<file path="config.mk">
export PLATFORM = sky130hd
export DESIGN_NAME = i2c_master_register_access_top
export DESIGN_NICKNAME = d
export VERILOG_FILES = /design/src/design/i2cm_pkg.sv /design/src/design/i2c_master_register_access_top.sv /design/src/design/i2cm_csr.sv /design/src/design/i2cm_seq.sv
export VERILOG_INCLUDE_DIRS = /design/src /design/src/design
export SDC_FILE = /design/constraint.sdc
export NUM_CORES = 1
export LEC_CHECK = 0
export BUFFER_PORTS_ARGS = -buffer_cell sky130_fd_sc_hd__buf_2
export CAP_MARGIN = 0
export CORE_ASPECT_RATIO = 0.7
export CORE_UTILIZATION = 40
export CTS_BUF_LIST = sky130_fd_sc_hd__clkbuf_2 sky130_fd_sc_hd__clkbuf_4 sky130_fd_sc_hd__clkbuf_8
export DETAILED_ROUTE_END_ITERATION = 6
export SYNTH_ARGS = -nofsm -noshare
export SYNTH_HDL_FRONTEND = slang
export SYNTH_SLANG_ARGS = --single-unit
</file>
<file path="constraint.sdc">
create_clock -name clock -period 3.95 [get_ports clock]
set_input_delay 0.79 -clock clock [delete_from_list [all_inputs] [get_ports clock]]
set_output_delay 0.79 -clock clock [all_outputs]
set_load 0.05 [all_outputs]
</file>
<file path="src/design/i2c_master_register_access_top_assert.svh">
// ----------------------------------------------------------------------------
// I2C master register access - assertion macros
// Shared concurrent assertion forms for the register access block.
// ----------------------------------------------------------------------------
`ifndef I2C_MASTER_REGISTER_ACCESS_TOP_ASSERT_SVH
`define I2C_MASTER_REGISTER_ACCESS_TOP_ASSERT_SVH

// same-cycle implication, disabled in reset
`define I2CM_ASSERT_IMPLY(label, clk, rst, ante, cons) \
   label: assert property (@(posedge clk) disable iff (rst) (ante) |-> (cons)) \
      else $error("i2cm same-cycle check failed");

// next-cycle implication, disabled in reset
`define I2CM_ASSERT_NEXT(label, clk, rst, ante, cons) \
   label: assert property (@(posedge clk) disable iff (rst) (ante) |=> (cons)) \
      else $error("i2cm next-cycle check failed");

`endif

</file>
<file path="src/design/i2cm_pkg.sv">
// ----------------------------------------------------------------------------
// I2C master register access - package
// Item types, configuration types, codes and reset values.
// ----------------------------------------------------------------------------
package i2cm_pkg;

   localparam logic [1:0] OP_TICK  = 2'd0;
   localparam logic [1:0] OP_WRITE = 2'd1;
   localparam logic [1:0] OP_READ  = 2'd2;

   localparam logic CSR_PHASE_TICKS = 1'b0;
   localparam logic CSR_ACK_LIMIT   = 1'b1;

   localparam logic [9:0] PHASE_TICKS_RESET = 10'd21;
   localparam logic [7:0] ACK_LIMIT_RESET   = 8'd50;
   localparam logic [7:0] MSB_MASK          = 8'h80;

   typedef struct packed {
      logic [1:0] operation;
      logic [7:0] device_address;
      logic [7:0] register_index;
      logic [7:0] byte_count;
      logic [7:0] write_byte;
      logic       sda_in;
   } req_item_type;

   typedef struct packed {
      logic       scl_level;
      logic       sda_pull_low;
      logic       busy_res;
      logic       write_taken;
      logic [7:0] read_byte;
      logic       read_valid;
      logic       ack_missed;
      logic       done_res;
   } rsp_item_type;

   typedef struct packed {
      logic [9:0] phase_ticks;
      logic [7:0] ack_wait_limit;
   } cfg_type;

   typedef enum logic [18:0] {
      PH_IDLE    = 19'h00001,
      PH_ST_A    = 19'h00002,
      PH_ST_B    = 19'h00004,
      PH_ST_C    = 19'h00008,
      PH_TX_LO   = 19'h00010,
      PH_TX_HI   = 19'h00020,
      PH_AK_LO   = 19'h00040,
      PH_AK_HI   = 19'h00080,
      PH_AK_POLL = 19'h00100,
      PH_AK_END  = 19'h00200,
      PH_RX_SET  = 19'h00400,
      PH_RX_HI   = 19'h00800,
      PH_RX_LO   = 19'h01000,
      PH_MA_LO   = 19'h02000,
      PH_MA_HI   = 19'h04000,
      PH_MA_END  = 19'h08000,
      PH_SP_A    = 19'h10000,
      PH_SP_B    = 19'h20000,
      PH_SP_C    = 19'h40000
   } phase_type;

   typedef enum logic [1:0] {
      STG_ADDR_WR = 2'd0,
      STG_REG     = 2'd1,
      STG_DATA    = 2'd2,
      STG_ADDR_RD = 2'd3
   } stage_type;

endpackage

</file>
<file path="src/design/i2c_master_register_access_top.sv">
// One item per clock cycle, sustained while the result side does not stall.
// Each item is one bus tick: it lands in the input register, the sequencer
// applies one step of the transaction state machine to it, and the result
// item is held in the output register. The sequencer state updates in a
// single step per item, which sets this rate; a stall on the result side
// holds the input side only once both registers are occupied.
// ----------------------------------------------------------------------------
// I2C master register access - top level
// Input and result registers around the bus sequencer and its configuration.
// ----------------------------------------------------------------------------
module i2c_master_register_access_top
   import i2cm_pkg::*;
(
   input  logic         clock,
   input  logic         reset,
   input  logic         req_valid,
   output logic         req_stall,
   input  req_item_type req_item,
   output logic         rsp_valid,
   input  logic         rsp_stall,
   output rsp_item_type rsp_item,
   input  logic         csr_valid,
   output logic         csr_ready,
   input  logic         csr_index,
   input  logic [9:0]   csr_data
);

`include "i2c_master_register_access_top_assert.svh"

   cfg_type      cfg;
   rsp_item_type step_result;

   logic         in_valid_ff, in_valid_in;
   req_item_type in_item_ff, in_item_in;
   logic         out_valid_ff, out_valid_in;
   rsp_item_type out_item_ff, out_item_in;
   logic         advance;
   logic         req_accept;

   assign advance    = in_valid_ff && (!out_valid_ff || !rsp_stall);
   assign req_stall  = in_valid_ff && !advance;
   assign req_accept = req_valid && !req_stall;

   i2cm_csr u_csr (
      .clock     (clock),
      .reset     (reset),
      .csr_valid (csr_valid),
      .csr_ready (csr_ready),
      .csr_index (csr_index),
      .csr_data  (csr_data),
      .cfg       (cfg)
   );

   i2cm_seq u_seq (
      .clock   (clock),
      .reset   (reset),
      .advance (advance),
      .item    (in_item_ff),
      .cfg     (cfg),
      .result  (step_result)
   );

   always_comb begin
      in_valid_in  = in_valid_ff;
      in_item_in   = in_item_ff;
      out_valid_in = out_valid_ff;
      out_item_in  = out_item_ff;
      if (req_accept) begin
         in_valid_in = 1'b1;
         in_item_in  = req_item;
      end else if (advance) begin
         in_valid_in = 1'b0;
      end
      if (advance) begin
         out_valid_in = 1'b1;
         out_item_in  = step_result;
      end else if (!rsp_stall) begin
         out_valid_in = 1'b0;
      end
   end

   always_ff @(posedge clock) begin
      if (reset) begin
         in_valid_ff  <= 1'b0;
         out_valid_ff <= 1'b0;
      end else begin
         in_valid_ff  <= in_valid_in;
         out_valid_ff <= out_valid_in;
      end
   end

   always_ff @(posedge clock) begin
      in_item_ff  <= in_item_in;
      out_item_ff <= out_item_in;
   end

   assign rsp_valid = out_valid_ff;
   assign rsp_item  = out_item_ff;

   `I2CM_ASSERT_NEXT(a_advance_loads_result, clock, reset, advance, out_valid_ff)
   `I2CM_ASSERT_IMPLY(a_stall_needs_item, clock, reset, req_stall,
                      in_valid_ff && out_valid_ff)
   `I2CM_ASSERT_IMPLY(a_read_while_busy, clock, reset,
                      out_valid_ff && out_item_ff.read_valid,
                      out_item_ff.busy_res && out_item_ff.scl_level)
   `I2CM_ASSERT_IMPLY(a_done_releases_bus, clock, reset,
                      out_valid_ff && out_item_ff.done_res,
                      out_item_ff.scl_level && !out_item_ff.sda_pull_low)

endmodule

</file>
<file path="src/design/i2cm_csr.sv">
// ----------------------------------------------------------------------------
// I2C master register access - configuration registers
// Holds phase length and acknowledge poll limit.
// ----------------------------------------------------------------------------
module i2cm_csr
   import i2cm_pkg::*;
(
   input  logic       clock,
   input  logic       reset,
   input  logic       csr_valid,
   output logic       csr_ready,
   input  logic       csr_index,
   input  logic [9:0] csr_data,
   output cfg_type    cfg
);

   logic [9:0] phase_ticks_ff;
   logic [9:0] phase_ticks_in;
   logic [7:0] ack_limit_ff;
   logic [7:0] ack_limit_in;

   assign csr_ready = 1'b1;

   always_comb begin
      phase_ticks_in = phase_ticks_ff;
      ack_limit_in   = ack_limit_ff;
      if (csr_valid && csr_ready) begin
         case (csr_index)
            CSR_PHASE_TICKS: phase_ticks_in = csr_data;
            CSR_ACK_LIMIT:   ack_limit_in   = csr_data[7:0];
            default:         phase_ticks_in = phase_ticks_ff;
         endcase
      end
   end

   always_ff @(posedge clock) begin
      if (reset) begin
         phase_ticks_ff <= PHASE_TICKS_RESET;
         ack_limit_ff   <= ACK_LIMIT_RESET;
      end else begin
         phase_ticks_ff <= phase_ticks_in;
         ack_limit_ff   <= ack_limit_in;
      end
   end

   assign cfg.phase_ticks    = phase_ticks_ff;
   assign cfg.ack_wait_limit = ack_limit_ff;

endmodule

</file>
<file path="src/design/i2cm_seq.sv">
// ----------------------------------------------------------------------------
// I2C master register access - bus sequencer
// One tick of the transaction state machine per advanced item.
// ----------------------------------------------------------------------------
module i2cm_seq
   import i2cm_pkg::*;
(
   input  logic         clock,
   input  logic         reset,
   input  logic         advance,
   input  req_item_type item,
   input  cfg_type      cfg,
   output rsp_item_type result
);

   phase_type  phase_ff, phase_in;
   stage_type  stage_ff, stage_in;
   logic [9:0] tick_ff, tick_in;
   logic [3:0] bit_count_ff, bit_count_in;
   logic [7:0] bytes_left_ff, bytes_left_in;
   logic [7:0] shift_ff, shift_in;
   logic [7:0] ack_polls_ff, ack_polls_in;
   logic       ack_fail_ff, ack_fail_in;
   logic [7:0] held_address_ff, held_address_in;
   logic [7:0] held_register_ff, held_register_in;
   logic       is_read_ff, is_read_in;

   logic [9:0]  ticks_eff;
   logic [7:0]  limit_eff;
   logic [10:0] tick_sum;
   logic        last;
   logic [3:0]  bit_inc;
   logic [7:0]  polls_inc;
   logic [7:0]  rx_shift;

   assign ticks_eff = (cfg.phase_ticks == '0) ? 10'd1 : cfg.phase_ticks;
   assign limit_eff = (cfg.ack_wait_limit == '0) ? 8'd1 : cfg.ack_wait_limit;
   assign tick_sum  = {1'b0, tick_ff} + 11'd1;
   assign last      = (tick_sum >= {1'b0, ticks_eff});
   assign bit_inc   = bit_count_ff + 4'd1;
   assign polls_inc = ack_polls_ff + 8'd1;
   assign rx_shift  = {shift_ff[6:0], item.sda_in};

   always_comb begin
      phase_in         = phase_ff;
      stage_in         = stage_ff;
      tick_in          = tick_ff;
      bit_count_in     = bit_count_ff;
      bytes_left_in    = bytes_left_ff;
      shift_in         = shift_ff;
      ack_polls_in     = ack_polls_ff;
      ack_fail_in      = ack_fail_ff;
      held_address_in  = held_address_ff;
      held_register_in = held_register_ff;
      is_read_in       = is_read_ff;
      result           = '0;
      result.scl_level = 1'b1;
      result.busy_res  = 1'b1;

      if (phase_ff != PH_IDLE && phase_ff != PH_AK_POLL) begin
         tick_in = last ? '0 : tick_sum[9:0];
      end

      case (phase_ff)
         PH_IDLE: begin
            result.busy_res = 1'b0;
            if (item.operation inside {OP_WRITE, OP_READ}) begin
               result.busy_res  = 1'b1;
               held_address_in  = item.device_address;
               held_register_in = item.register_index;
               bytes_left_in    = item.byte_count;
               is_read_in       = (item.operation == OP_READ);
               ack_fail_in      = 1'b0;
               stage_in         = STG_ADDR_WR;
               phase_in         = PH_ST_A;
               tick_in          = '0;
            end
         end
         PH_ST_A: begin
            if (last) begin
               phase_in = PH_ST_B;
            end
         end
         PH_ST_B: begin
            result.sda_pull_low = 1'b1;
            if (last) begin
               phase_in = PH_ST_C;
            end
         end
         PH_ST_C: begin
            result.scl_level    = 1'b0;
            result.sda_pull_low = 1'b1;
            if (last) begin
               shift_in     = (stage_ff == STG_ADDR_RD) ? {held_address_ff[7:1], 1'b1}
                                                        : {held_address_ff[7:1], 1'b0};
               bit_count_in = '0;
               phase_in     = PH_TX_LO;
            end
         end
         PH_TX_LO, PH_TX_HI: begin
            result.scl_level    = (phase_ff == PH_TX_HI);
            result.sda_pull_low = ((shift_ff & MSB_MASK) == '0);
            if (last) begin
               if (phase_ff == PH_TX_LO) begin
                  phase_in = PH_TX_HI;
               end else begin
                  shift_in     = {shift_ff[6:0], 1'b0};
                  bit_count_in = bit_inc;
                  phase_in     = (bit_inc >= 4'd8) ? PH_AK_LO : PH_TX_LO;
               end
            end
         end
         PH_AK_LO: begin
            result.scl_level = 1'b0;
            if (last) begin
               phase_in = PH_AK_HI;
            end
         end
         PH_AK_HI: begin
            if (last) begin
               ack_polls_in = '0;
               phase_in     = PH_AK_POLL;
            end
         end
         PH_AK_POLL: begin
            if (!item.sda_in) begin
               phase_in = PH_AK_END;
               tick_in  = '0;
            end else begin
               ack_polls_in = polls_inc;
               if (polls_inc >= limit_eff || polls_inc == '0) begin
                  ack_fail_in = 1'b1;
                  phase_in    = PH_AK_END;
                  tick_in     = '0;
               end
            end
         end
         PH_AK_END: begin
            result.scl_level = 1'b0;
            if (last) begin
               if (stage_ff == STG_ADDR_WR) begin
                  stage_in     = STG_REG;
                  shift_in     = held_register_ff;
                  bit_count_in = '0;
                  phase_in     = PH_TX_LO;
               end else if (stage_ff == STG_REG && is_read_ff) begin
                  stage_in = STG_ADDR_RD;
                  phase_in = PH_ST_A;
               end else if (stage_ff == STG_ADDR_RD) begin
                  if (bytes_left_ff == '0) begin
                     phase_in = PH_SP_A;
                  end else begin
                     shift_in     = '0;
                     bit_count_in = '0;
                     phase_in     = PH_RX_SET;
                  end
               end else begin
                  stage_in = STG_DATA;
                  if (bytes_left_ff == '0) begin
                     phase_in = PH_SP_A;
                  end else begin
                     result.write_taken = 1'b1;
                     bytes_left_in      = bytes_left_ff - 8'd1;
                     shift_in           = item.write_byte;
                     bit_count_in       = '0;
                     phase_in           = PH_TX_LO;
                  end
               end
            end
         end
         PH_RX_SET: begin
            result.scl_level = 1'b0;
            if (last) begin
               phase_in = PH_RX_HI;
            end
         end
         PH_RX_HI: begin
            if (last) begin
               shift_in     = rx_shift;
               bit_count_in = bit_inc;
               if (bit_inc >= 4'd8) begin
                  result.read_byte  = rx_shift;
                  result.read_valid = 1'b1;
               end
               phase_in = PH_RX_LO;
            end
         end
         PH_RX_LO: begin
            result.scl_level = 1'b0;
            if (last) begin
               if (bit_count_ff >= 4'd8) begin
                  bytes_left_in = bytes_left_ff - 8'd1;
                  phase_in      = PH_MA_LO;
               end else begin
                  phase_in = PH_RX_HI;
               end
            end
         end
         PH_MA_LO, PH_MA_HI, PH_MA_END: begin
            result.scl_level    = (phase_ff == PH_MA_HI);
            result.sda_pull_low = (bytes_left_ff != '0);
            if (last) begin
               if (phase_ff == PH_MA_LO) begin
                  phase_in = PH_MA_HI;
               end else if (phase_ff == PH_MA_HI) begin
                  phase_in = PH_MA_END;
               end else if (bytes_left_ff == '0) begin
                  phase_in = PH_SP_A;
               end else begin
                  shift_in     = '0;
                  bit_count_in = '0;
                  phase_in     = PH_RX_SET;
               end
            end
         end
         PH_SP_A: begin
            result.scl_level    = 1'b0;
            result.sda_pull_low = 1'b1;
            if (last) begin
               phase_in = PH_SP_B;
            end
         end
         PH_SP_B: begin
            result.sda_pull_low = 1'b1;
            if (last) begin
               phase_in = PH_SP_C;
            end
         end
         PH_SP_C: begin
            if (last) begin
               result.done_res = 1'b1;
               phase_in        = PH_IDLE;
            end
         end
         default: begin
            result.busy_res = 1'b0;
            phase_in        = PH_IDLE;
            tick_in         = '0;
         end
      endcase

      result.ack_missed = ack_fail_in;
   end

   always_ff @(posedge clock) begin
      if (reset) begin
         phase_ff         <= PH_IDLE;
         stage_ff         <= STG_ADDR_WR;
         tick_ff          <= '0;
         bit_count_ff     <= '0;
         bytes_left_ff    <= '0;
         shift_ff         <= '0;
         ack_polls_ff     <= '0;
         ack_fail_ff      <= 1'b0;
         held_address_ff  <= '0;
         held_register_ff <= '0;
         is_read_ff       <= 1'b0;
      end else if (advance) begin
         phase_ff         <= phase_in;
         stage_ff         <= stage_in;
         tick_ff          <= tick_in;
         bit_count_ff     <= bit_count_in;
         bytes_left_ff    <= bytes_left_in;
         shift_ff         <= shift_in;
         ack_polls_ff     <= ack_polls_in;
         ack_fail_ff      <= ack_fail_in;
         held_address_ff  <= held_address_in;
         held_register_ff <= held_register_in;
         is_read_ff       <= is_read_in;
      end
   end

endmodule

</file>
==> flow_metrics.env, run 1 <==
export IMPL_area_growth_pct=12.7
export IMPL_grt_max_degree=47
export IMPL_crit_path_cell_trace="and3_1 > and3_1 > and3_1 > nand3_1 > xnor2_1 > ha_1 > nand3_1 > o221a_2 > o31a_1 > and2_1 > nor4_1 > buf_4 > or4b_1 > o21ai_0"
export IMPL_synth_edf_count=49
export IMPL_die_x_um=167
export IMPL_grt_pass1_vias=5836
export IMPL_rows=41
export IMPL_clock_skew_ns=0.0230
export IMPL_synth_cells=872
export IMPL_cp_start_kind="register"
export IMPL_min_period_over_period_pct=88.0
export IMPL_hold_viol=0
export IMPL_reg2reg_depth=14
export IMPL_yosys_register_bits=145
export IMPL_dpl_worst_slack_ns=0.512
export IMPL_seq_area_frac_synth_pct=44.3
export IMPL_first_pass_iters=7
export IMPL_synth_area_sq_um=7650
export IMPL_slew_headroom_pct=34.2
export IMPL_cp_end_kind="register"
export IMPL_cts_made_buffers=17
export IMPL_period_minus_slack_ns=3.47
export IMPL_cts_resized=0
export IMPL_post_cts_buffers=0
export IMPL_dp_hpwl_mm=13.7
export IMPL_ys_warn_count=0
export IMPL_setup_viol=0
export IMPL_worstMarginPinSlew_ns=0.979
export IMPL_first_iter_violations=507
export IMPL_clockRootBuffer="clkbuf_8"
export IMPL_grt_pass1_wl_mm=31.5
export IMPL_drc=0
export IMPL_io_buffers=66
export IMPL_place_gp_congestion=0.909
export IMPL_slowest_stage="or4b_1"
export IMPL_start_util_pct=41.7
export IMPL_critical_path_class="register to register"
export IMPL_fin_cells=1170
export IMPL_ir_drop_uv=206
export IMPL_hold_buffers=0
export IMPL_ys_flop_type="dfxtp_1"
export IMPL_post_dp_cell_area_sq_um=8190
export IMPL_layout_commonest_cell="nand2_1"
export IMPL_vias_per_cell=5.56
export IMPL_clkTransAtPathRegs_ns=0.11
export IMPL_fp_coreArea_sq_um=18400
export IMPL_cts_sinks=145
export IMPL_syn_area_per_cell_sq_um=8.78
export IMPL_synth_top_area_share_pct=25.1
export IMPL_die_h_um=118
export IMPL_stdcell_area_sq_um=8620
export IMPL_vias=6508
export IMPL_drive_gt1_share_pct=14.8
export IMPL_final_max_slew_violation_count=0
export IMPL_holdWs_ns=0.459
export IMPL_insertedDiodeCount=0
export IMPL_grt_overflow=0
export IMPL_p_leak_nw=3.36
export IMPL_antenna_found_initial=0
export IMPL_grtUsageTotal_pct=20.1
export IMPL_fmax_mhz=288
export IMPL_ant_nets=0
export IMPL_async_flop_share_pct=0
export IMPL_setup_tns_ns=0
export IMPL_synth_top_area_cell="dfxtp_1"
export IMPL_cts_tree="done"
export IMPL_cp_required_ns=4.35
export IMPL_yosys_cell_types_count=73
export IMPL_worstPathArrival_ns=3.87
export IMPL_nNetsFinal=1000
export IMPL_insertion_delay_ns=0.47
export IMPL_wirelength_mm=19.3
export IMPL_final_cell_mix="nand2_1 (105), dfxtp_1 (96), a21oi_1 (89)"
export IMPL_ys_top_cells_by_area="dfxtp_1 (25%), edfxtp_1 (19%), a21oi_1 (5.8%), nand2_1 (5.2%), ha_1 (4.6%)"
export IMPL_rsz0062_at_grt="false"
export IMPL_min_path_cells=2
export IMPL_cts_path_max_buffers=2
export IMPL_cts_max_level=4
export IMPL_dieArea_sq_um=19700
export IMPL_hp_class="register to register"
export IMPL_dp_cells=1138
export IMPL_wire_per_inst_um=16.5
export IMPL_synth_fp_nets=951
export IMPL_cp_common_cell="and3_1"
export IMPL_crit_fanout=7
export IMPL_io_pins=69
export IMPL_worst_path_largest_cell_delay_ns=0.42
export IMPL_run_status="complete, no violations"
export IMPL_p_per_area_nw_per_um2=373
export IMPL_fin_ws_ns=0.476
export IMPL_cap_violations=0
logic make-up after synthesis:
| family | after synthesis | share of synthesized area [%] |
|---|---|---|
| muxes | 7 | 0.965 |
| other | 1 | 0.0490 |
| AOI/OAI and AO/OA | 218 | 18.1 |
| and+or+nand+nor | 366 | 25.4 |
| buffers and inverters | 91 | 4.74 |
| adders and majority gates | 28 | 4.58 |
| DFF | 145 | 44.3 |
| xor gates and xnor gates | 16 | 1.83 |
metrics by stage:
| stage | util, % | power [mW] |
|---|---|---|
| 6_report | 47.0 | 3.22 |
| 5_1_grt | 47.0 | 3.36 |
| 4_1_cts | 47.0 | 3.24 |
| 3_5_place_dp | 44.6 | 2.02 |
| 3_3_place_gp | 44.6 | 2.02 |
| 2_1_floorplan | - | 1.91 |
sequential cells by signal (all words and copies together), names as in the netlist, 8 cells and up:
name                    flops
u_csr.phase_ticks_ff       10
u_seq.shift_ff              8
u_seq.held_register_ff      8
rsp_item                   15
u_seq.tick_ff              10
u_seq.ack_polls_ff          8
u_seq.bytes_left_ff         8
u_csr.ack_limit_ff          8
in_item_ff                 34
u_seq.phase_ff             19
report_power, final:
part	switching [mW]	internal, mW	leakage (nW)
Clock	0.727	0.498	0.214
Sequential	0.0334	1.60	1.25
Combinational	0.251	0.115	1.89
cell usage after synthesis (3+ instances only):
cell type,number
a211o_1,3
a211oi_1,6
a21o_1,9
a21oi_1,89
a221oi_1,3
a22o_1,11
a311oi_1,4
a31oi_1,7
and2_1,15
and3_1,19
buf_1,4
buf_2,13
clkbuf_1,32
dfxtp_1,96
edfxtp_1,49
ha_1,28
inv_1,40
mux2_2,3
mux2i_1,4
nand2_1,105
nand2b_1,20
nand3_1,29
nand3b_1,10
nand4_1,11
nor2_1,45
nor2b_1,16
nor3_1,30
nor4_1,17
nor4_2,3
nor4b_1,8
o211ai_1,4
o21ai_0,52
or2_2,7
or3_1,12
or4_1,8
xnor2_1,9
xor2_1,7
metal layers:
metal	vias up	global-route usage [%]	routed length (um)
met3	15	5.18	1540
met4	0	4.76	173
met1	2991	32.0	10300
li1	3261	-	-
met2	241	26.2	7320
met5	-	0	0
critical path: cells and delay by family, from the launching register on:
kind | cells | cell delay, ns
AO/OA/AOI/OAI | 3 | 0.56
adder cells (fa/ha/maj) | 1 | 0.31
buffers and inverters | 1 | 0.18
flip-flops | 1 | 0.41
XOR/XNOR | 1 | 0.16
AND/OR/NAND/NOR | 8 | 1.80
path summary, 6_finish.rpt:
check | end | slack [ns] | start
max | u_seq.shift_ff[3] | 0.48 | u_seq.tick_ff[2]
min | u_seq.held_register_ff[1] | 0.46 | u_seq.held_register_ff[1]
max reg2reg | u_seq.shift_ff[3] | 0.48 | u_seq.tick_ff[2]
min reg2reg | u_seq.held_register_ff[1] | 0.46 | u_seq.held_register_ff[1]
cell type report:
cell class | instances | area (sq um)
Tap cell | 236 | 295
Inverter | 40 | 150
Sequential cell | 145 | 3390
Fill cell | 1820 | 9740
Multi-Input combinational cell | 636 | 3910
Clock inverter | 15 | 199
Clock buffer | 17 | 234
Timing Repair Buffer | 81 | 443
Note: power is estimated with default switching activity, not from simulation.
==> inputs of run 2 (changes only) <==
PLACE_DENSITY_LB_ADDON = 0.12   (was unset)
==> run 2 against run 1 <==
  * Register-to-register slack barely moved
  * Fmax rose by 0.31%
  * Critical path depth did not move
  * Combinational power barely moved
  * Setup slack improved by 0.011 ns
==> flow_metrics.env, run 2 (synthesized netlist as in run 1, its figures left out) <==
export IMPL_stdcell_area_sq_um=8620
export IMPL_final_seq_area_sq_um=3390
export IMPL_grt_met2_usage_pct=26.9
export IMPL_rsz0062_at_grt="false"
export IMPL_grt_pass1_vias=5977
export IMPL_cp_end_kind="register"
export IMPL_worstMarginPinSlew_ns=1.08
export IMPL_io_buffers=66
export IMPL_dp_hpwl_mm=14.2
export IMPL_critPathLaunch="u_seq.tick_ff[2]"
export IMPL_fin_ws_ns=0.487
export IMPL_largest_reg_flops=34
export IMPL_rows=41
export IMPL_critical_path_class="register to register"
export IMPL_first_pass_iters=5
export IMPL_first_iter_violations=639
export IMPL_clock_skew_ns=0.0161
export IMPL_slew_headroom_pct=27.6
export IMPL_start_util_pct=41.7
export IMPL_io_pins=69
export IMPL_grt_max_degree=35
export IMPL_cap_violations=0
export IMPL_top_usage_layer="met1"
export IMPL_hp_class="register to register"
export IMPL_grtUsageMet3_pct=4.30
export IMPL_multi_input_area_sq_um=3910
export IMPL_cts_max_level=4
export IMPL_cp_common_cell="and3_1"
export IMPL_final_cell_mix="nand2_1 (105), dfxtp_1 (96), a21oi_1 (89)"
export IMPL_antenna_found_initial=0
export IMPL_nNetsFinal=999
export IMPL_p_leak_nw=3.35
export IMPL_hold_viol=0
export IMPL_dpl_worst_slack_ns=0.552
export IMPL_drc=0
export IMPL_wirelength_mm=19.8
export IMPL_dieArea_sq_um=19700
export IMPL_cts_path_max_buffers=2
export IMPL_cp_top_family="simple AND/OR/NAND/NOR gates"
export IMPL_ir_drop_uv=167
export IMPL_min_period_over_period_pct=87.7
export IMPL_grt_overflow=0
export IMPL_top_register="in_item_ff"
export IMPL_grtUsageTotal_pct=21.0
export IMPL_reg2reg_from="u_seq.tick_ff[2]"
export IMPL_clockRootBuffer="clkbuf_8"
export IMPL_setup_viol=0
export IMPL_drive_gt1_share_pct=14.7
export IMPL_insertedDiodeCount=0
export IMPL_die_h_um=118
export IMPL_die_x_um=167
export IMPL_clkTransAtPathRegs_ns=0.11
export IMPL_fin_cells=1169
export IMPL_holdWs_ns=0.462
export IMPL_post_cts_buffers=0
export IMPL_ant_nets=0
export IMPL_wire_per_inst_um=16.9
export IMPL_worstPathArrival_ns=3.87
export IMPL_post_route_util_pct=47.0
export IMPL_cts_resized=0
export IMPL_cts_made_buffers=17
export IMPL_setup_tns_ns=0
export IMPL_cp_required_ns=4.36
export IMPL_run_status="complete, no violations"
export IMPL_cts_tree="done"
export IMPL_min_from="u_seq.held_address_ff[7]"
export IMPL_power_total_mw=3.25
export IMPL_worst_path_largest_cell_delay_ns=0.42
export IMPL_vias=6511
export IMPL_final_max_slew_violation_count=0
export IMPL_layout_commonest_cell="nand2_1"
export IMPL_grt_use_met1_pct=34.1
export IMPL_crit_fanout=7
export IMPL_p_per_area_nw_per_um2=377
export IMPL_period_minus_slack_ns=3.46
export IMPL_critPathBufInv=1
export IMPL_crit_path_cell_trace="and3_1 > and3_1 > and3_1 > nand3_1 > xnor2_1 > ha_1 > nand3_1 > o221a_2 > o31a_1 > and2_1 > nor4_1 > buf_4 > or4b_1 > o21ai_0"
export IMPL_cts_sinks=145
export IMPL_grt_pass1_wl_mm=32.6
export IMPL_slowest_stage="or4b_1"
export IMPL_cp_start_kind="register"
export IMPL_area_growth_pct=12.7
export IMPL_nFillCells=1838
export IMPL_dp_cells=1137
export IMPL_hold_buffers=0
export IMPL_place_gp_congestion=0.923
export IMPL_fp_coreArea_sq_um=18400
export IMPL_post_dp_cell_area_sq_um=8180
export IMPL_fmax_mhz=289
export IMPL_insertion_delay_ns=0.48
export IMPL_vias_per_cell=5.57
## run 2: changes by cell type in the layout (fill, tap and decap cells not counted)
| cell | previous run | this run |
|---|---|---|
| inv_6 | 4 | 3 |
| clkinv_8 | 7 | 6 |
| inv_12 | 1 | 3 |
| buf_4 | 15 | 14 |
## run 2: power by group
| part | switching, mW | leakage (nW) | total (mW) | internal [mW] |
|---|---|---|---|---|
| Sequential | 0.0323 | 1.25 | 1.63 | 1.60 |
| Clock | 0.751 | 0.217 | 1.26 | 0.506 |
| Combinational | 0.253 | 1.88 | 0.367 | 0.115 |
## run 2: path summary, 6_finish.rpt
kind | end | slack, ns | cells past startpoint
max | u_seq.shift_ff[3] | 0.49 | 14
min | u_seq.held_address_ff[7] | 0.46 | 2
max reg2reg | u_seq.shift_ff[3] | 0.49 | 14
min reg2reg | u_seq.held_address_ff[7] | 0.46 | 2
## run 2: metal layers
layer | part of all wire (%) | wire [um] | vias to the layer above
met4 | 1.0 | 202 | 0
met1 | 55 | 11000 | 3067
met2 | 38 | 7440 | 167
met3 | 5.9 | 1180 | 15
li1 | - | - | 3262
met5 | 0 | 0 | -
## run 2: layout make-up
| class | count | share of cell area [%] |
|---|---|---|
| timing repair buffer | 80 | 5.05 |
| sequential | 145 | 39.3 |
| clock buffer | 17 | 2.71 |
| inverter | 40 | 1.74 |
| multi-input combinational | 636 | 45.3 |
| clock inverter | 15 | 2.39 |
| tap | 236 | 3.42 |
## run 2: worst min-delay path, cell delays in order (launching register included)
cell     delay (ns)
dfxtp_1        0.32
nand2_1        0.05
a21oi_1        0.05
